--- src/rtl/core/acp_pkg.sv ---
// Shared types and constants for the allpass cascade phaser core.
`timescale 1ns / 1ps

package acp_pkg;

  localparam int MAX_STAGES_DEF  = 10;
  localparam int SAMPLE_BITS_DEF = 24;

  localparam int COEF_W     = 16;
  localparam int AMT_W      = 15;
  localparam int CNT_W      = 4;
  localparam int CFG_DATA_W = 16;
  localparam int CFG_IDX_W  = 3;
  localparam int FRAC_BITS  = 15;
  localparam int HALF_Q15   = 16384;
  localparam int COEF_LIMIT = 32440;
  localparam int STAGE_CNT_RESET = 2;

  typedef enum logic [CFG_IDX_W-1:0] {
    REG_COEFFICIENT     = 3'd0,
    REG_FEEDBACK_AMOUNT = 3'd1,
    REG_FEEDBACK_INVERT = 3'd2,
    REG_NUM_STAGES      = 3'd3,
    REG_MIX_INVERT      = 3'd4
  } reg_idx_t;

  typedef enum logic [2:0] {
    ST_IDLE,
    ST_FB_MUL,
    ST_FB_ADD,
    ST_MUL,
    ST_FIN,
    ST_MIX
  } st_t;

  typedef struct packed {
    logic signed [COEF_W-1:0] coef;
    logic signed [COEF_W-1:0] gain;
    logic                     fb_on;
    logic                     mix_inv;
    logic [CNT_W-1:0]         last_stage;
  } cfg_t;

endpackage

--- src/rtl/core/acp_cfg.sv ---
// Configuration registers and derived operating settings.
`timescale 1ns / 1ps

module acp_cfg #(
  parameter int MAX_STAGES = acp_pkg::MAX_STAGES_DEF
) (
  input  logic                             clk,
  input  logic                             rst,
  input  logic                             cfg_write,
  input  logic [acp_pkg::CFG_IDX_W-1:0]    cfg_index,
  input  logic [acp_pkg::CFG_DATA_W-1:0]   cfg_data,
  output acp_pkg::cfg_t                    cfg
);

  localparam logic [5:0] MAX_N = 6'(MAX_STAGES);
  localparam logic signed [acp_pkg::COEF_W-1:0] C_HI = acp_pkg::COEF_W'(acp_pkg::COEF_LIMIT);
  localparam logic signed [acp_pkg::COEF_W-1:0] C_LO = -C_HI;

  logic signed [acp_pkg::COEF_W-1:0] coefficient;
  logic [acp_pkg::AMT_W-1:0]         feedback_amount;
  logic                              feedback_invert;
  logic [acp_pkg::CNT_W-1:0]         stage_req;
  logic                              mix_invert;

  logic [5:0] n_clamp;
  logic [5:0] n_eff;
  logic signed [acp_pkg::COEF_W-1:0] amt_s;

  always_ff @(posedge clk) begin
    if (rst) begin
      coefficient     <= '0;
      feedback_amount <= '0;
      feedback_invert <= 1'b0;
      stage_req       <= acp_pkg::CNT_W'(acp_pkg::STAGE_CNT_RESET);
      mix_invert      <= 1'b0;
    end else if (cfg_write) begin
      case (cfg_index)
        acp_pkg::REG_COEFFICIENT:     coefficient     <= cfg_data;
        acp_pkg::REG_FEEDBACK_AMOUNT: feedback_amount <= cfg_data[acp_pkg::AMT_W-1:0];
        acp_pkg::REG_FEEDBACK_INVERT: feedback_invert <= cfg_data[0];
        acp_pkg::REG_NUM_STAGES:      stage_req       <= cfg_data[acp_pkg::CNT_W-1:0];
        acp_pkg::REG_MIX_INVERT:      mix_invert      <= cfg_data[0];
        default: ;
      endcase
    end
  end

  always_comb begin
    n_clamp = {2'b00, stage_req};
    if (n_clamp < 6'd2) n_clamp = 6'd2;
    if (n_clamp > MAX_N) n_clamp = MAX_N;
    n_eff = n_clamp;
    if (n_clamp[0]) begin
      n_eff = n_clamp + 6'd1;
      if (n_eff > MAX_N) n_eff = n_clamp - 6'd1;
    end
  end

  assign amt_s = {1'b0, feedback_amount};

  always_comb begin
    if (coefficient > C_HI) cfg.coef = C_HI;
    else if (coefficient < C_LO) cfg.coef = C_LO;
    else cfg.coef = coefficient;
    cfg.gain       = feedback_invert ? -amt_s : amt_s;
    cfg.fb_on      = (feedback_amount != '0);
    cfg.mix_inv    = mix_invert;
    cfg.last_stage = acp_pkg::CNT_W'(n_eff - 6'd1);
  end

endmodule

--- src/rtl/core/acp_mem.sv ---
// Stage state memory: previous input and output of each allpass stage.
`timescale 1ns / 1ps

module acp_mem #(
  parameter int DEPTH = acp_pkg::MAX_STAGES_DEF,
  parameter int DW    = 2 * acp_pkg::SAMPLE_BITS_DEF
) (
  input  logic                     clk,
  input  logic                     rst,
  input  logic                     rd_en,
  input  logic [$clog2(DEPTH)-1:0] rd_addr,
  output logic [DW-1:0]            rd_data,
  input  logic                     wr_en,
  input  logic [$clog2(DEPTH)-1:0] wr_addr,
  input  logic [DW-1:0]            wr_data
);

  logic [DW-1:0]    mem [DEPTH];
  logic [DEPTH-1:0] vld;
  logic [DW-1:0]    rd_q;
  logic             rd_vld;

  always_ff @(posedge clk) begin
    if (wr_en) mem[wr_addr] <= wr_data;
    if (rd_en) rd_q <= mem[rd_addr];
  end

  always_ff @(posedge clk) begin
    if (rst) begin
      vld    <= '0;
      rd_vld <= 1'b0;
    end else begin
      if (wr_en) vld[wr_addr] <= 1'b1;
      if (rd_en) rd_vld <= vld[rd_addr];
    end
  end

  assign rd_data = rd_vld ? rd_q : '0;

endmodule

--- src/rtl/core/acp_engine.sv ---
// Sequencer and arithmetic: feedback, stage recursion, dry/wet mix, output register.
`timescale 1ns / 1ps

module acp_engine #(
  parameter int MAX_STAGES  = acp_pkg::MAX_STAGES_DEF,
  parameter int SAMPLE_BITS = acp_pkg::SAMPLE_BITS_DEF
) (
  input  logic                            clk,
  input  logic                            rst,
  input  acp_pkg::cfg_t                   cfg,
  input  logic                            in_valid,
  output logic                            in_stall,
  input  logic signed [SAMPLE_BITS-1:0]   sample_in,
  output logic                            out_valid,
  input  logic                            out_stall,
  output logic signed [SAMPLE_BITS-1:0]   sample_out,
  output logic                            clipped,
  output logic                            rd_en,
  output logic [$clog2(MAX_STAGES)-1:0]   rd_addr,
  input  logic [2*SAMPLE_BITS-1:0]        rd_data,
  output logic                            wr_en,
  output logic [$clog2(MAX_STAGES)-1:0]   wr_addr,
  output logic [2*SAMPLE_BITS-1:0]        wr_data
);

  localparam int SW    = SAMPLE_BITS;
  localparam int IDX_W = $clog2(MAX_STAGES);
  localparam int AW    = SW + 1;
  localparam int PW    = SW + acp_pkg::COEF_W + 1;
  localparam int WW    = SW + acp_pkg::COEF_W + 2;
  localparam logic signed [WW-1:0] HALF   = WW'(acp_pkg::HALF_Q15);
  localparam logic signed [WW-1:0] SAT_HI = {{(WW-SW+1){1'b0}}, {(SW-1){1'b1}}};
  localparam logic signed [WW-1:0] SAT_LO = ~SAT_HI;
  localparam logic signed [SW-1:0] OUT_HI = {1'b0, {(SW-1){1'b1}}};
  localparam logic signed [SW-1:0] OUT_LO = {1'b1, {(SW-1){1'b0}}};

  acp_pkg::st_t state, state_next;

  logic signed [SW-1:0]  dry;
  logic signed [SW-1:0]  v;
  logic [IDX_W-1:0]      idx;
  logic                  clip;
  logic signed [PW-1:0]  prod;

  logic                  acc;
  logic                  out_free;
  logic                  last_hit;
  logic [IDX_W-1:0]      last_idx;
  logic signed [SW-1:0]  rd_in;
  logic signed [SW-1:0]  rd_out;
  logic signed [AW-1:0]  mul_a;
  logic signed [acp_pkg::COEF_W-1:0] mul_b;
  logic signed [PW-1:0]  mul_p;
  logic signed [WW-1:0]  rnd;
  logic signed [WW-1:0]  pre;
  logic signed [SW-1:0]  satv;
  logic                  sat_flag;

  assign last_idx = IDX_W'(cfg.last_stage);
  assign last_hit = (idx == last_idx);
  assign out_free = !(out_valid && out_stall);
  assign acc      = in_valid && !in_stall;
  assign rd_in    = $signed(rd_data[2*SW-1:SW]);
  assign rd_out   = $signed(rd_data[SW-1:0]);

  always_ff @(posedge clk) begin
    if (rst) state <= acp_pkg::ST_IDLE;
    else state <= state_next;
  end

  always_comb begin
    state_next = state;
    in_stall   = 1'b1;
    rd_en      = 1'b0;
    rd_addr    = IDX_W'(1);
    wr_en      = 1'b0;
    unique case (state)
      acp_pkg::ST_IDLE: begin
        in_stall = 1'b0;
        if (in_valid) begin
          rd_en      = 1'b1;
          rd_addr    = cfg.fb_on ? last_idx : IDX_W'(1);
          state_next = cfg.fb_on ? acp_pkg::ST_FB_MUL : acp_pkg::ST_MUL;
        end
      end
      acp_pkg::ST_FB_MUL: begin
        rd_en      = 1'b1;
        state_next = acp_pkg::ST_FB_ADD;
      end
      acp_pkg::ST_FB_ADD: state_next = acp_pkg::ST_MUL;
      acp_pkg::ST_MUL:    state_next = acp_pkg::ST_FIN;
      acp_pkg::ST_FIN: begin
        wr_en = 1'b1;
        if (last_hit) begin
          state_next = acp_pkg::ST_MIX;
        end else begin
          rd_en      = 1'b1;
          rd_addr    = IDX_W'(idx + 1'b1);
          state_next = acp_pkg::ST_MUL;
        end
      end
      acp_pkg::ST_MIX: if (out_free) state_next = acp_pkg::ST_IDLE;
      default: state_next = acp_pkg::ST_IDLE;
    endcase
  end

  always_comb begin
    if (state == acp_pkg::ST_FB_MUL) begin
      mul_a = AW'(rd_out);
      mul_b = cfg.gain;
    end else begin
      mul_a = AW'(rd_out) + AW'(v);
      mul_b = cfg.coef;
    end
  end

  assign mul_p = mul_a * mul_b;
  assign rnd   = (WW'(prod) + HALF) >>> acp_pkg::FRAC_BITS;

  always_comb begin
    priority case (state)
      acp_pkg::ST_FB_ADD: pre = WW'(dry) + rnd;
      acp_pkg::ST_FIN:    pre = rnd - WW'(rd_in);
      default:            pre = cfg.mix_inv ? WW'(dry) - WW'(v) : WW'(dry) + WW'(v);
    endcase
    sat_flag = 1'b1;
    if (pre > SAT_HI) satv = OUT_HI;
    else if (pre < SAT_LO) satv = OUT_LO;
    else begin
      satv     = pre[SW-1:0];
      sat_flag = 1'b0;
    end
  end

  assign wr_addr = idx;
  assign wr_data = {v, satv};

  always_ff @(posedge clk) begin
    if (acc) begin
      dry  <= sample_in;
      v    <= sample_in;
      idx  <= IDX_W'(1);
      clip <= 1'b0;
    end
    if (state == acp_pkg::ST_FB_MUL || state == acp_pkg::ST_MUL) prod <= mul_p;
    if (state == acp_pkg::ST_FB_ADD || state == acp_pkg::ST_FIN) begin
      v    <= satv;
      clip <= clip | sat_flag;
    end
    if (state == acp_pkg::ST_FIN) idx <= IDX_W'(idx + 1'b1);
    if (state == acp_pkg::ST_MIX && out_free) begin
      sample_out <= satv;
      clipped    <= clip | sat_flag;
    end
  end

  always_ff @(posedge clk) begin
    if (rst) out_valid <= 1'b0;
    else if (state == acp_pkg::ST_MIX && out_free) out_valid <= 1'b1;
    else if (!out_stall) out_valid <= 1'b0;
  end

`ifndef SYNTHESIS
  a_wr_range: assert property (@(posedge clk) disable iff (rst)
    wr_en |-> (wr_addr != '0 && wr_addr <= last_idx))
    else $error("stage write outside active range");

  a_mix_load: assert property (@(posedge clk) disable iff (rst)
    (state == acp_pkg::ST_MIX && out_free) |=> (out_valid && state == acp_pkg::ST_IDLE))
    else $error("mixed result not presented");

  a_start: assert property (@(posedge clk) disable iff (rst)
    acc |=> (v == $past(sample_in) && !clip && idx == IDX_W'(1)))
    else $error("request not captured cleanly");
`endif

endmodule

--- src/rtl/core/allpass_cascade_phaser_core.sv ---
// Top level of the allpass cascade phaser core.
// Usage:
//  Input channel: sample_in with in_valid / in_stall; a request is taken at a
//  rising edge with in_valid high and in_stall low.
//  Output channel: sample_out and clipped with out_valid / out_stall, held
//  in an output register until taken.
//  Configuration: cfg_write, cfg_index, cfg_data; write only while idle.
//  Timing: a request occupies the engine from the idle state through the
//  feedback states when feedback is on, the stage loop and the mix state,
//  which loads the result into the output register; out_valid rises in the
//  next cycle. The engine takes no new request until it is done with the
//  current one. The stage loop dominates: each stage takes a multiply state
//  and a round/saturate/write-back state, with one shared multiplier.
//  A new request is taken while the previous result waits in the output
//  register; if the receiver stalls, the next result holds in the engine
//  and in_stall stays high until the register frees.
//  Reset: configuration registers, sequencer state and out_valid return to
//  their defaults and all stage state reads as zero at once; no clearing pass.
`timescale 1ns / 1ps

module allpass_cascade_phaser_core #(
  parameter int MAX_STAGES  = acp_pkg::MAX_STAGES_DEF,
  parameter int SAMPLE_BITS = acp_pkg::SAMPLE_BITS_DEF
) (
  input  logic                            clk,
  input  logic                            rst,
  input  logic                            cfg_write,
  input  logic [acp_pkg::CFG_IDX_W-1:0]   cfg_index,
  input  logic [acp_pkg::CFG_DATA_W-1:0]  cfg_data,
  input  logic                            in_valid,
  output logic                            in_stall,
  input  logic signed [SAMPLE_BITS-1:0]   sample_in,
  output logic                            out_valid,
  input  logic                            out_stall,
  output logic signed [SAMPLE_BITS-1:0]   sample_out,
  output logic                            clipped
);

  localparam int IDX_W = $clog2(MAX_STAGES);
  localparam int DW    = 2 * SAMPLE_BITS;

  acp_pkg::cfg_t    cfg;
  logic             rd_en;
  logic [IDX_W-1:0] rd_addr;
  logic [DW-1:0]    rd_data;
  logic             wr_en;
  logic [IDX_W-1:0] wr_addr;
  logic [DW-1:0]    wr_data;

  acp_cfg #(
    .MAX_STAGES(MAX_STAGES)
  ) u_cfg (
    .clk      (clk),
    .rst      (rst),
    .cfg_write(cfg_write),
    .cfg_index(cfg_index),
    .cfg_data (cfg_data),
    .cfg      (cfg)
  );

  acp_mem #(
    .DEPTH(MAX_STAGES),
    .DW   (DW)
  ) u_mem (
    .clk    (clk),
    .rst    (rst),
    .rd_en  (rd_en),
    .rd_addr(rd_addr),
    .rd_data(rd_data),
    .wr_en  (wr_en),
    .wr_addr(wr_addr),
    .wr_data(wr_data)
  );

  acp_engine #(
    .MAX_STAGES (MAX_STAGES),
    .SAMPLE_BITS(SAMPLE_BITS)
  ) u_engine (
    .clk       (clk),
    .rst       (rst),
    .cfg       (cfg),
    .in_valid  (in_valid),
    .in_stall  (in_stall),
    .sample_in (sample_in),
    .out_valid (out_valid),
    .out_stall (out_stall),
    .sample_out(sample_out),
    .clipped   (clipped),
    .rd_en     (rd_en),
    .rd_addr   (rd_addr),
    .rd_data   (rd_data),
    .wr_en     (wr_en),
    .wr_addr   (wr_addr),
    .wr_data   (wr_data)
  );

endmodule
--- config.mk ---
export PLATFORM = sky130hd
export DESIGN_NAME = allpass_cascade_phaser_core
export DESIGN_NICKNAME = d
export VERILOG_FILES = /design/src/rtl/core/acp_pkg.sv /design/src/rtl/core/acp_cfg.sv /design/src/rtl/core/acp_mem.sv /design/src/rtl/core/acp_engine.sv /design/src/rtl/core/allpass_cascade_phaser_core.sv
export SDC_FILE = /design/constraint.sdc
export NUM_CORES = 2
export LEC_CHECK = 0
export BUFFER_PORTS_ARGS = -buffer_cell sky130_fd_sc_hd__buf_4
export CAP_MARGIN = 0
export CORE_UTILIZATION = 35
export DETAILED_ROUTE_END_ITERATION = 10
export GPL_TIMING_DRIVEN = 0
export PLACE_DENSITY = 0.6
export SLEW_MARGIN = 20
export SYNTH_ARGS = -nofsm -noshare
export SYNTH_HDL_FRONTEND = slang
export SYNTH_SLANG_ARGS = --single-unit
--- constraint.sdc ---
create_clock -name clk -period 14.1 [get_ports clk]
set_input_delay 1.41 -clock clk [delete_from_list [all_inputs] [get_ports clk]]
set_output_delay 1.41 -clock clk [all_outputs]
set_load 0.02 [all_outputs]
==> metrics.yaml <==
tightest_slew_ns: 1.24
cp.depth: 36
die_h_um: 369
crit_start: "u_mem.rd_vld"
p_leak_nw: 21.4
maxCapViolCount: 0
final_common_cell: "edfxtp_1"
crit_top_cell: "fa_1"
worstSetupStartpointType: "flop"
synth_top_area_share_pct: 40.2
fin_crit_ns: 11.25
grt_max_degree: 49
critPathMaxStageDelay_ns: 0.85
tns_ns: 0
io_buffers: 73
drc: 1
fp.dieW_um: 369
critPathBufInv: 8
drv_slew: 0
nets: 5191
dr.pass1.iters: 8
yosys.area.top_type: "edfxtp_1"
yosys_register_bits: 685
vdd_drop_max_v: 0.000230
crit_required_ns: 14.44
grt_overflow: 0
cts_buffers: 73
dp_slack_ns: 3.02
cts_hold_buf: 0
critPathArrivalTime_ns: 11.59
hold_path_class: "flop to flop"
synth_async_sr_flop_share_pct: 0
coreArea_um2: 134000
clock_path_buffers: 3
path_delay_family: "adder cells"
outcome: "finished with violations"
cp_slowest_cell: "nor2_1"
tritoncts: "done"
worstRegToRegCells: 36
grt_pass1_wl_um: 218000
grt_pass1_vias: 34300
synth_area_um2: 47300
slew_headroom_pct: 16.8
vias: 33900
syn2layout_area_growth_pct: 11.6
wl_per_cell_um: 22.5
start_util_pct: 35.3
synthesis.instances: 4406
period_share_pct: 79.8
violations: "design-rule violations"
clk_latency_ns: 0.64
std_cell_rows: 134
root_buffer: "clkbuf_16"
setup_viol: 0
wl_um: 144000
antenna_found_initial: 5
cp-endpoint: "u_engine.prod[36]"
vias_per_cell: 5.30
rsz0062_at_grt: "no"
n_antenna_cell: 0
rrSetupSlack_ns: 2.85
drtIter0Drc: 3014
r2r_end: "u_engine.prod[36]"
powerDensity_nw_per_um2: 180
yosys-top-cells-area: "edfxtp_1 (40%), fa_1 (17%), ha_1 (4.8%), nand2_1 (4.6%), inv_1 (3.8%)"
path_class: "flop to flop"
synth-edff-count: 633
h-tree-depth: 3
finalWorstSetupSlack_ns: 2.85
ant_nets: 0
ys_seq_area_share_pct: 42.4
cts_setup_buffers: 0
gp_congestion: 0.970
ys_types: 96
final_cell_mix: "edfxtp_1 (633), nand2_1 (583), inv_1 (477)"
fin_total_pwr_mw: 9.48
drive_gt1_share_pct: 6.57
yosys_warnings: 0
clkTransAtPathRegs_ns: 0.06
syn_nets: 5027
io_pins: 75
ys.flop_type: "edfxtp_1"
ctsResizeCount: 0
hold_viol: 0
clock.fmax_mhz: 88.9
worst_clock_skew_ns: 0.0327
cts_sinks: 685
worstPathMaxFanout: 10
synth.avg_cell_area_um2: 10.7
dpl.hpwl_um: 111000
grt_use_total_pct: 21.2
r2r-start: "u_mem.rd_vld"
dieArea_um2: 137000
end_kind: "flop"
==> flip-flops by register name (all words and copies together), names as in the netlist, 10 cells and up <==
signal / flops
u_cfg.coefficient: 16
u_cfg.feedback_amount: 15
u_engine.dry: 24
u_engine.prod: 27
u_engine.sample_out: 24
u_engine.v: 24
u_mem.mem: 480
u_mem.rd_q: 48
u_mem.vld: 10
==> cell usage after synthesis, types with 29 or more instances <==
master and count:
and2_1 169, nor2b_1 37, dfxtp_1 52, buf_2 29
fa_1 390, inv_1 479, clkbuf_1 156, xor2_1 64
o21a_1 33, a211oi_1 117, o21ai_0 73, a311o_1 50
nand2b_1 32, xnor2_1 120, nand3_1 112, a21o_1 47
edfxtp_1 633, nor2_1 322, nand2_1 583, nor3_1 43
a21oi_1 178, mux2i_1 110, ha_1 183, a31oi_1 85
==> cell families (layout without fill, tap and decap cells) <==
group	Yosys count	after routing	synth area share, %
AND/OR/NAND/NOR	1418	1418	13.9
AO/OA/AOI/OAI	738	738	10.7
buffers and inverters	689	911	5.66
flip-flops	685	685	42.4
adder cells (fa/ha/maj)	573	573	21.4
XOR/XNOR	185	185	3.46
multiplexers	117	117	2.51
other	1	1	0.00793
==> how the worst min path moves through the flow <==
stage	slack, ns	to	startpoint	cells past startpoint
global placement	0.45	u_mem.vld[5]	u_mem.vld[5]	2
floorplan	0.44	u_mem.vld[6]	u_mem.vld[6]	2
finish	0.47	u_mem.vld[0]	u_mem.vld[0]	2
detailed placement	0.46	u_mem.vld[6]	u_mem.vld[6]	2
CTS	0.47	u_mem.vld[6]	u_mem.vld[6]	2
global route	0.48	u_mem.vld[6]	u_mem.vld[6]	2
==> power by group <==
part | switching (mW) | internal (mW) | leakage (nW) | total, mW
Clock | 0.826 | 1.04 | 1.13 | 1.87
Sequential | 0.236 | 2.85 | 6.18 | 3.09
Combinational | 3.06 | 1.47 | 14.1 | 4.53
Total | 4.12 | 5.37 | 21.4 | 9.48
==> per-layer routing <==
metal,vias to the layer above,wire length (um),GRT usage (%)
met5,-,13,0
met4,2,5200,7.34
met3,229,9120,2.25
met2,1185,68600,35.5
met1,17000,60900,28.5
li1,15500,-,-
==> tightest hold or removal path, delay by kind of cell (launching register included) <==
| kind | cells | cell delay [ns] |
|---|---|---|
| and+or+nand+nor | 2 | 0.12 |
| DFF | 1 | 0.33 |
==> layout make-up <==
class,count,area [um^2]
plain buffers,210,877
well taps,1768,2210
fillers,13100,81000
clock buffers,90,1930
repair buffers,89,871
inverters,479,1800
flip-flops and latches,685,20000
clock inverters,43,387
multi-input cells,3032,24600
==> per-stage QoR <==
stage | hold WS (ns) | std cells | area (um^2) | util (%)
4_1_cts | 0.474 | 6396 | 52800 | 39.4
2_1_floorplan | 0.440 | 4406 | 47300 | -
5_1_grt | 0.479 | 6396 | 52800 | 39.4
3_3_place_gp | 0.454 | 6247 | 50000 | 37.4
3_5_place_dp | 0.459 | 6263 | 50400 | 37.7
6_report | 0.475 | 6396 | 52800 | 39.4
Power figures use the tool's default switching activity.
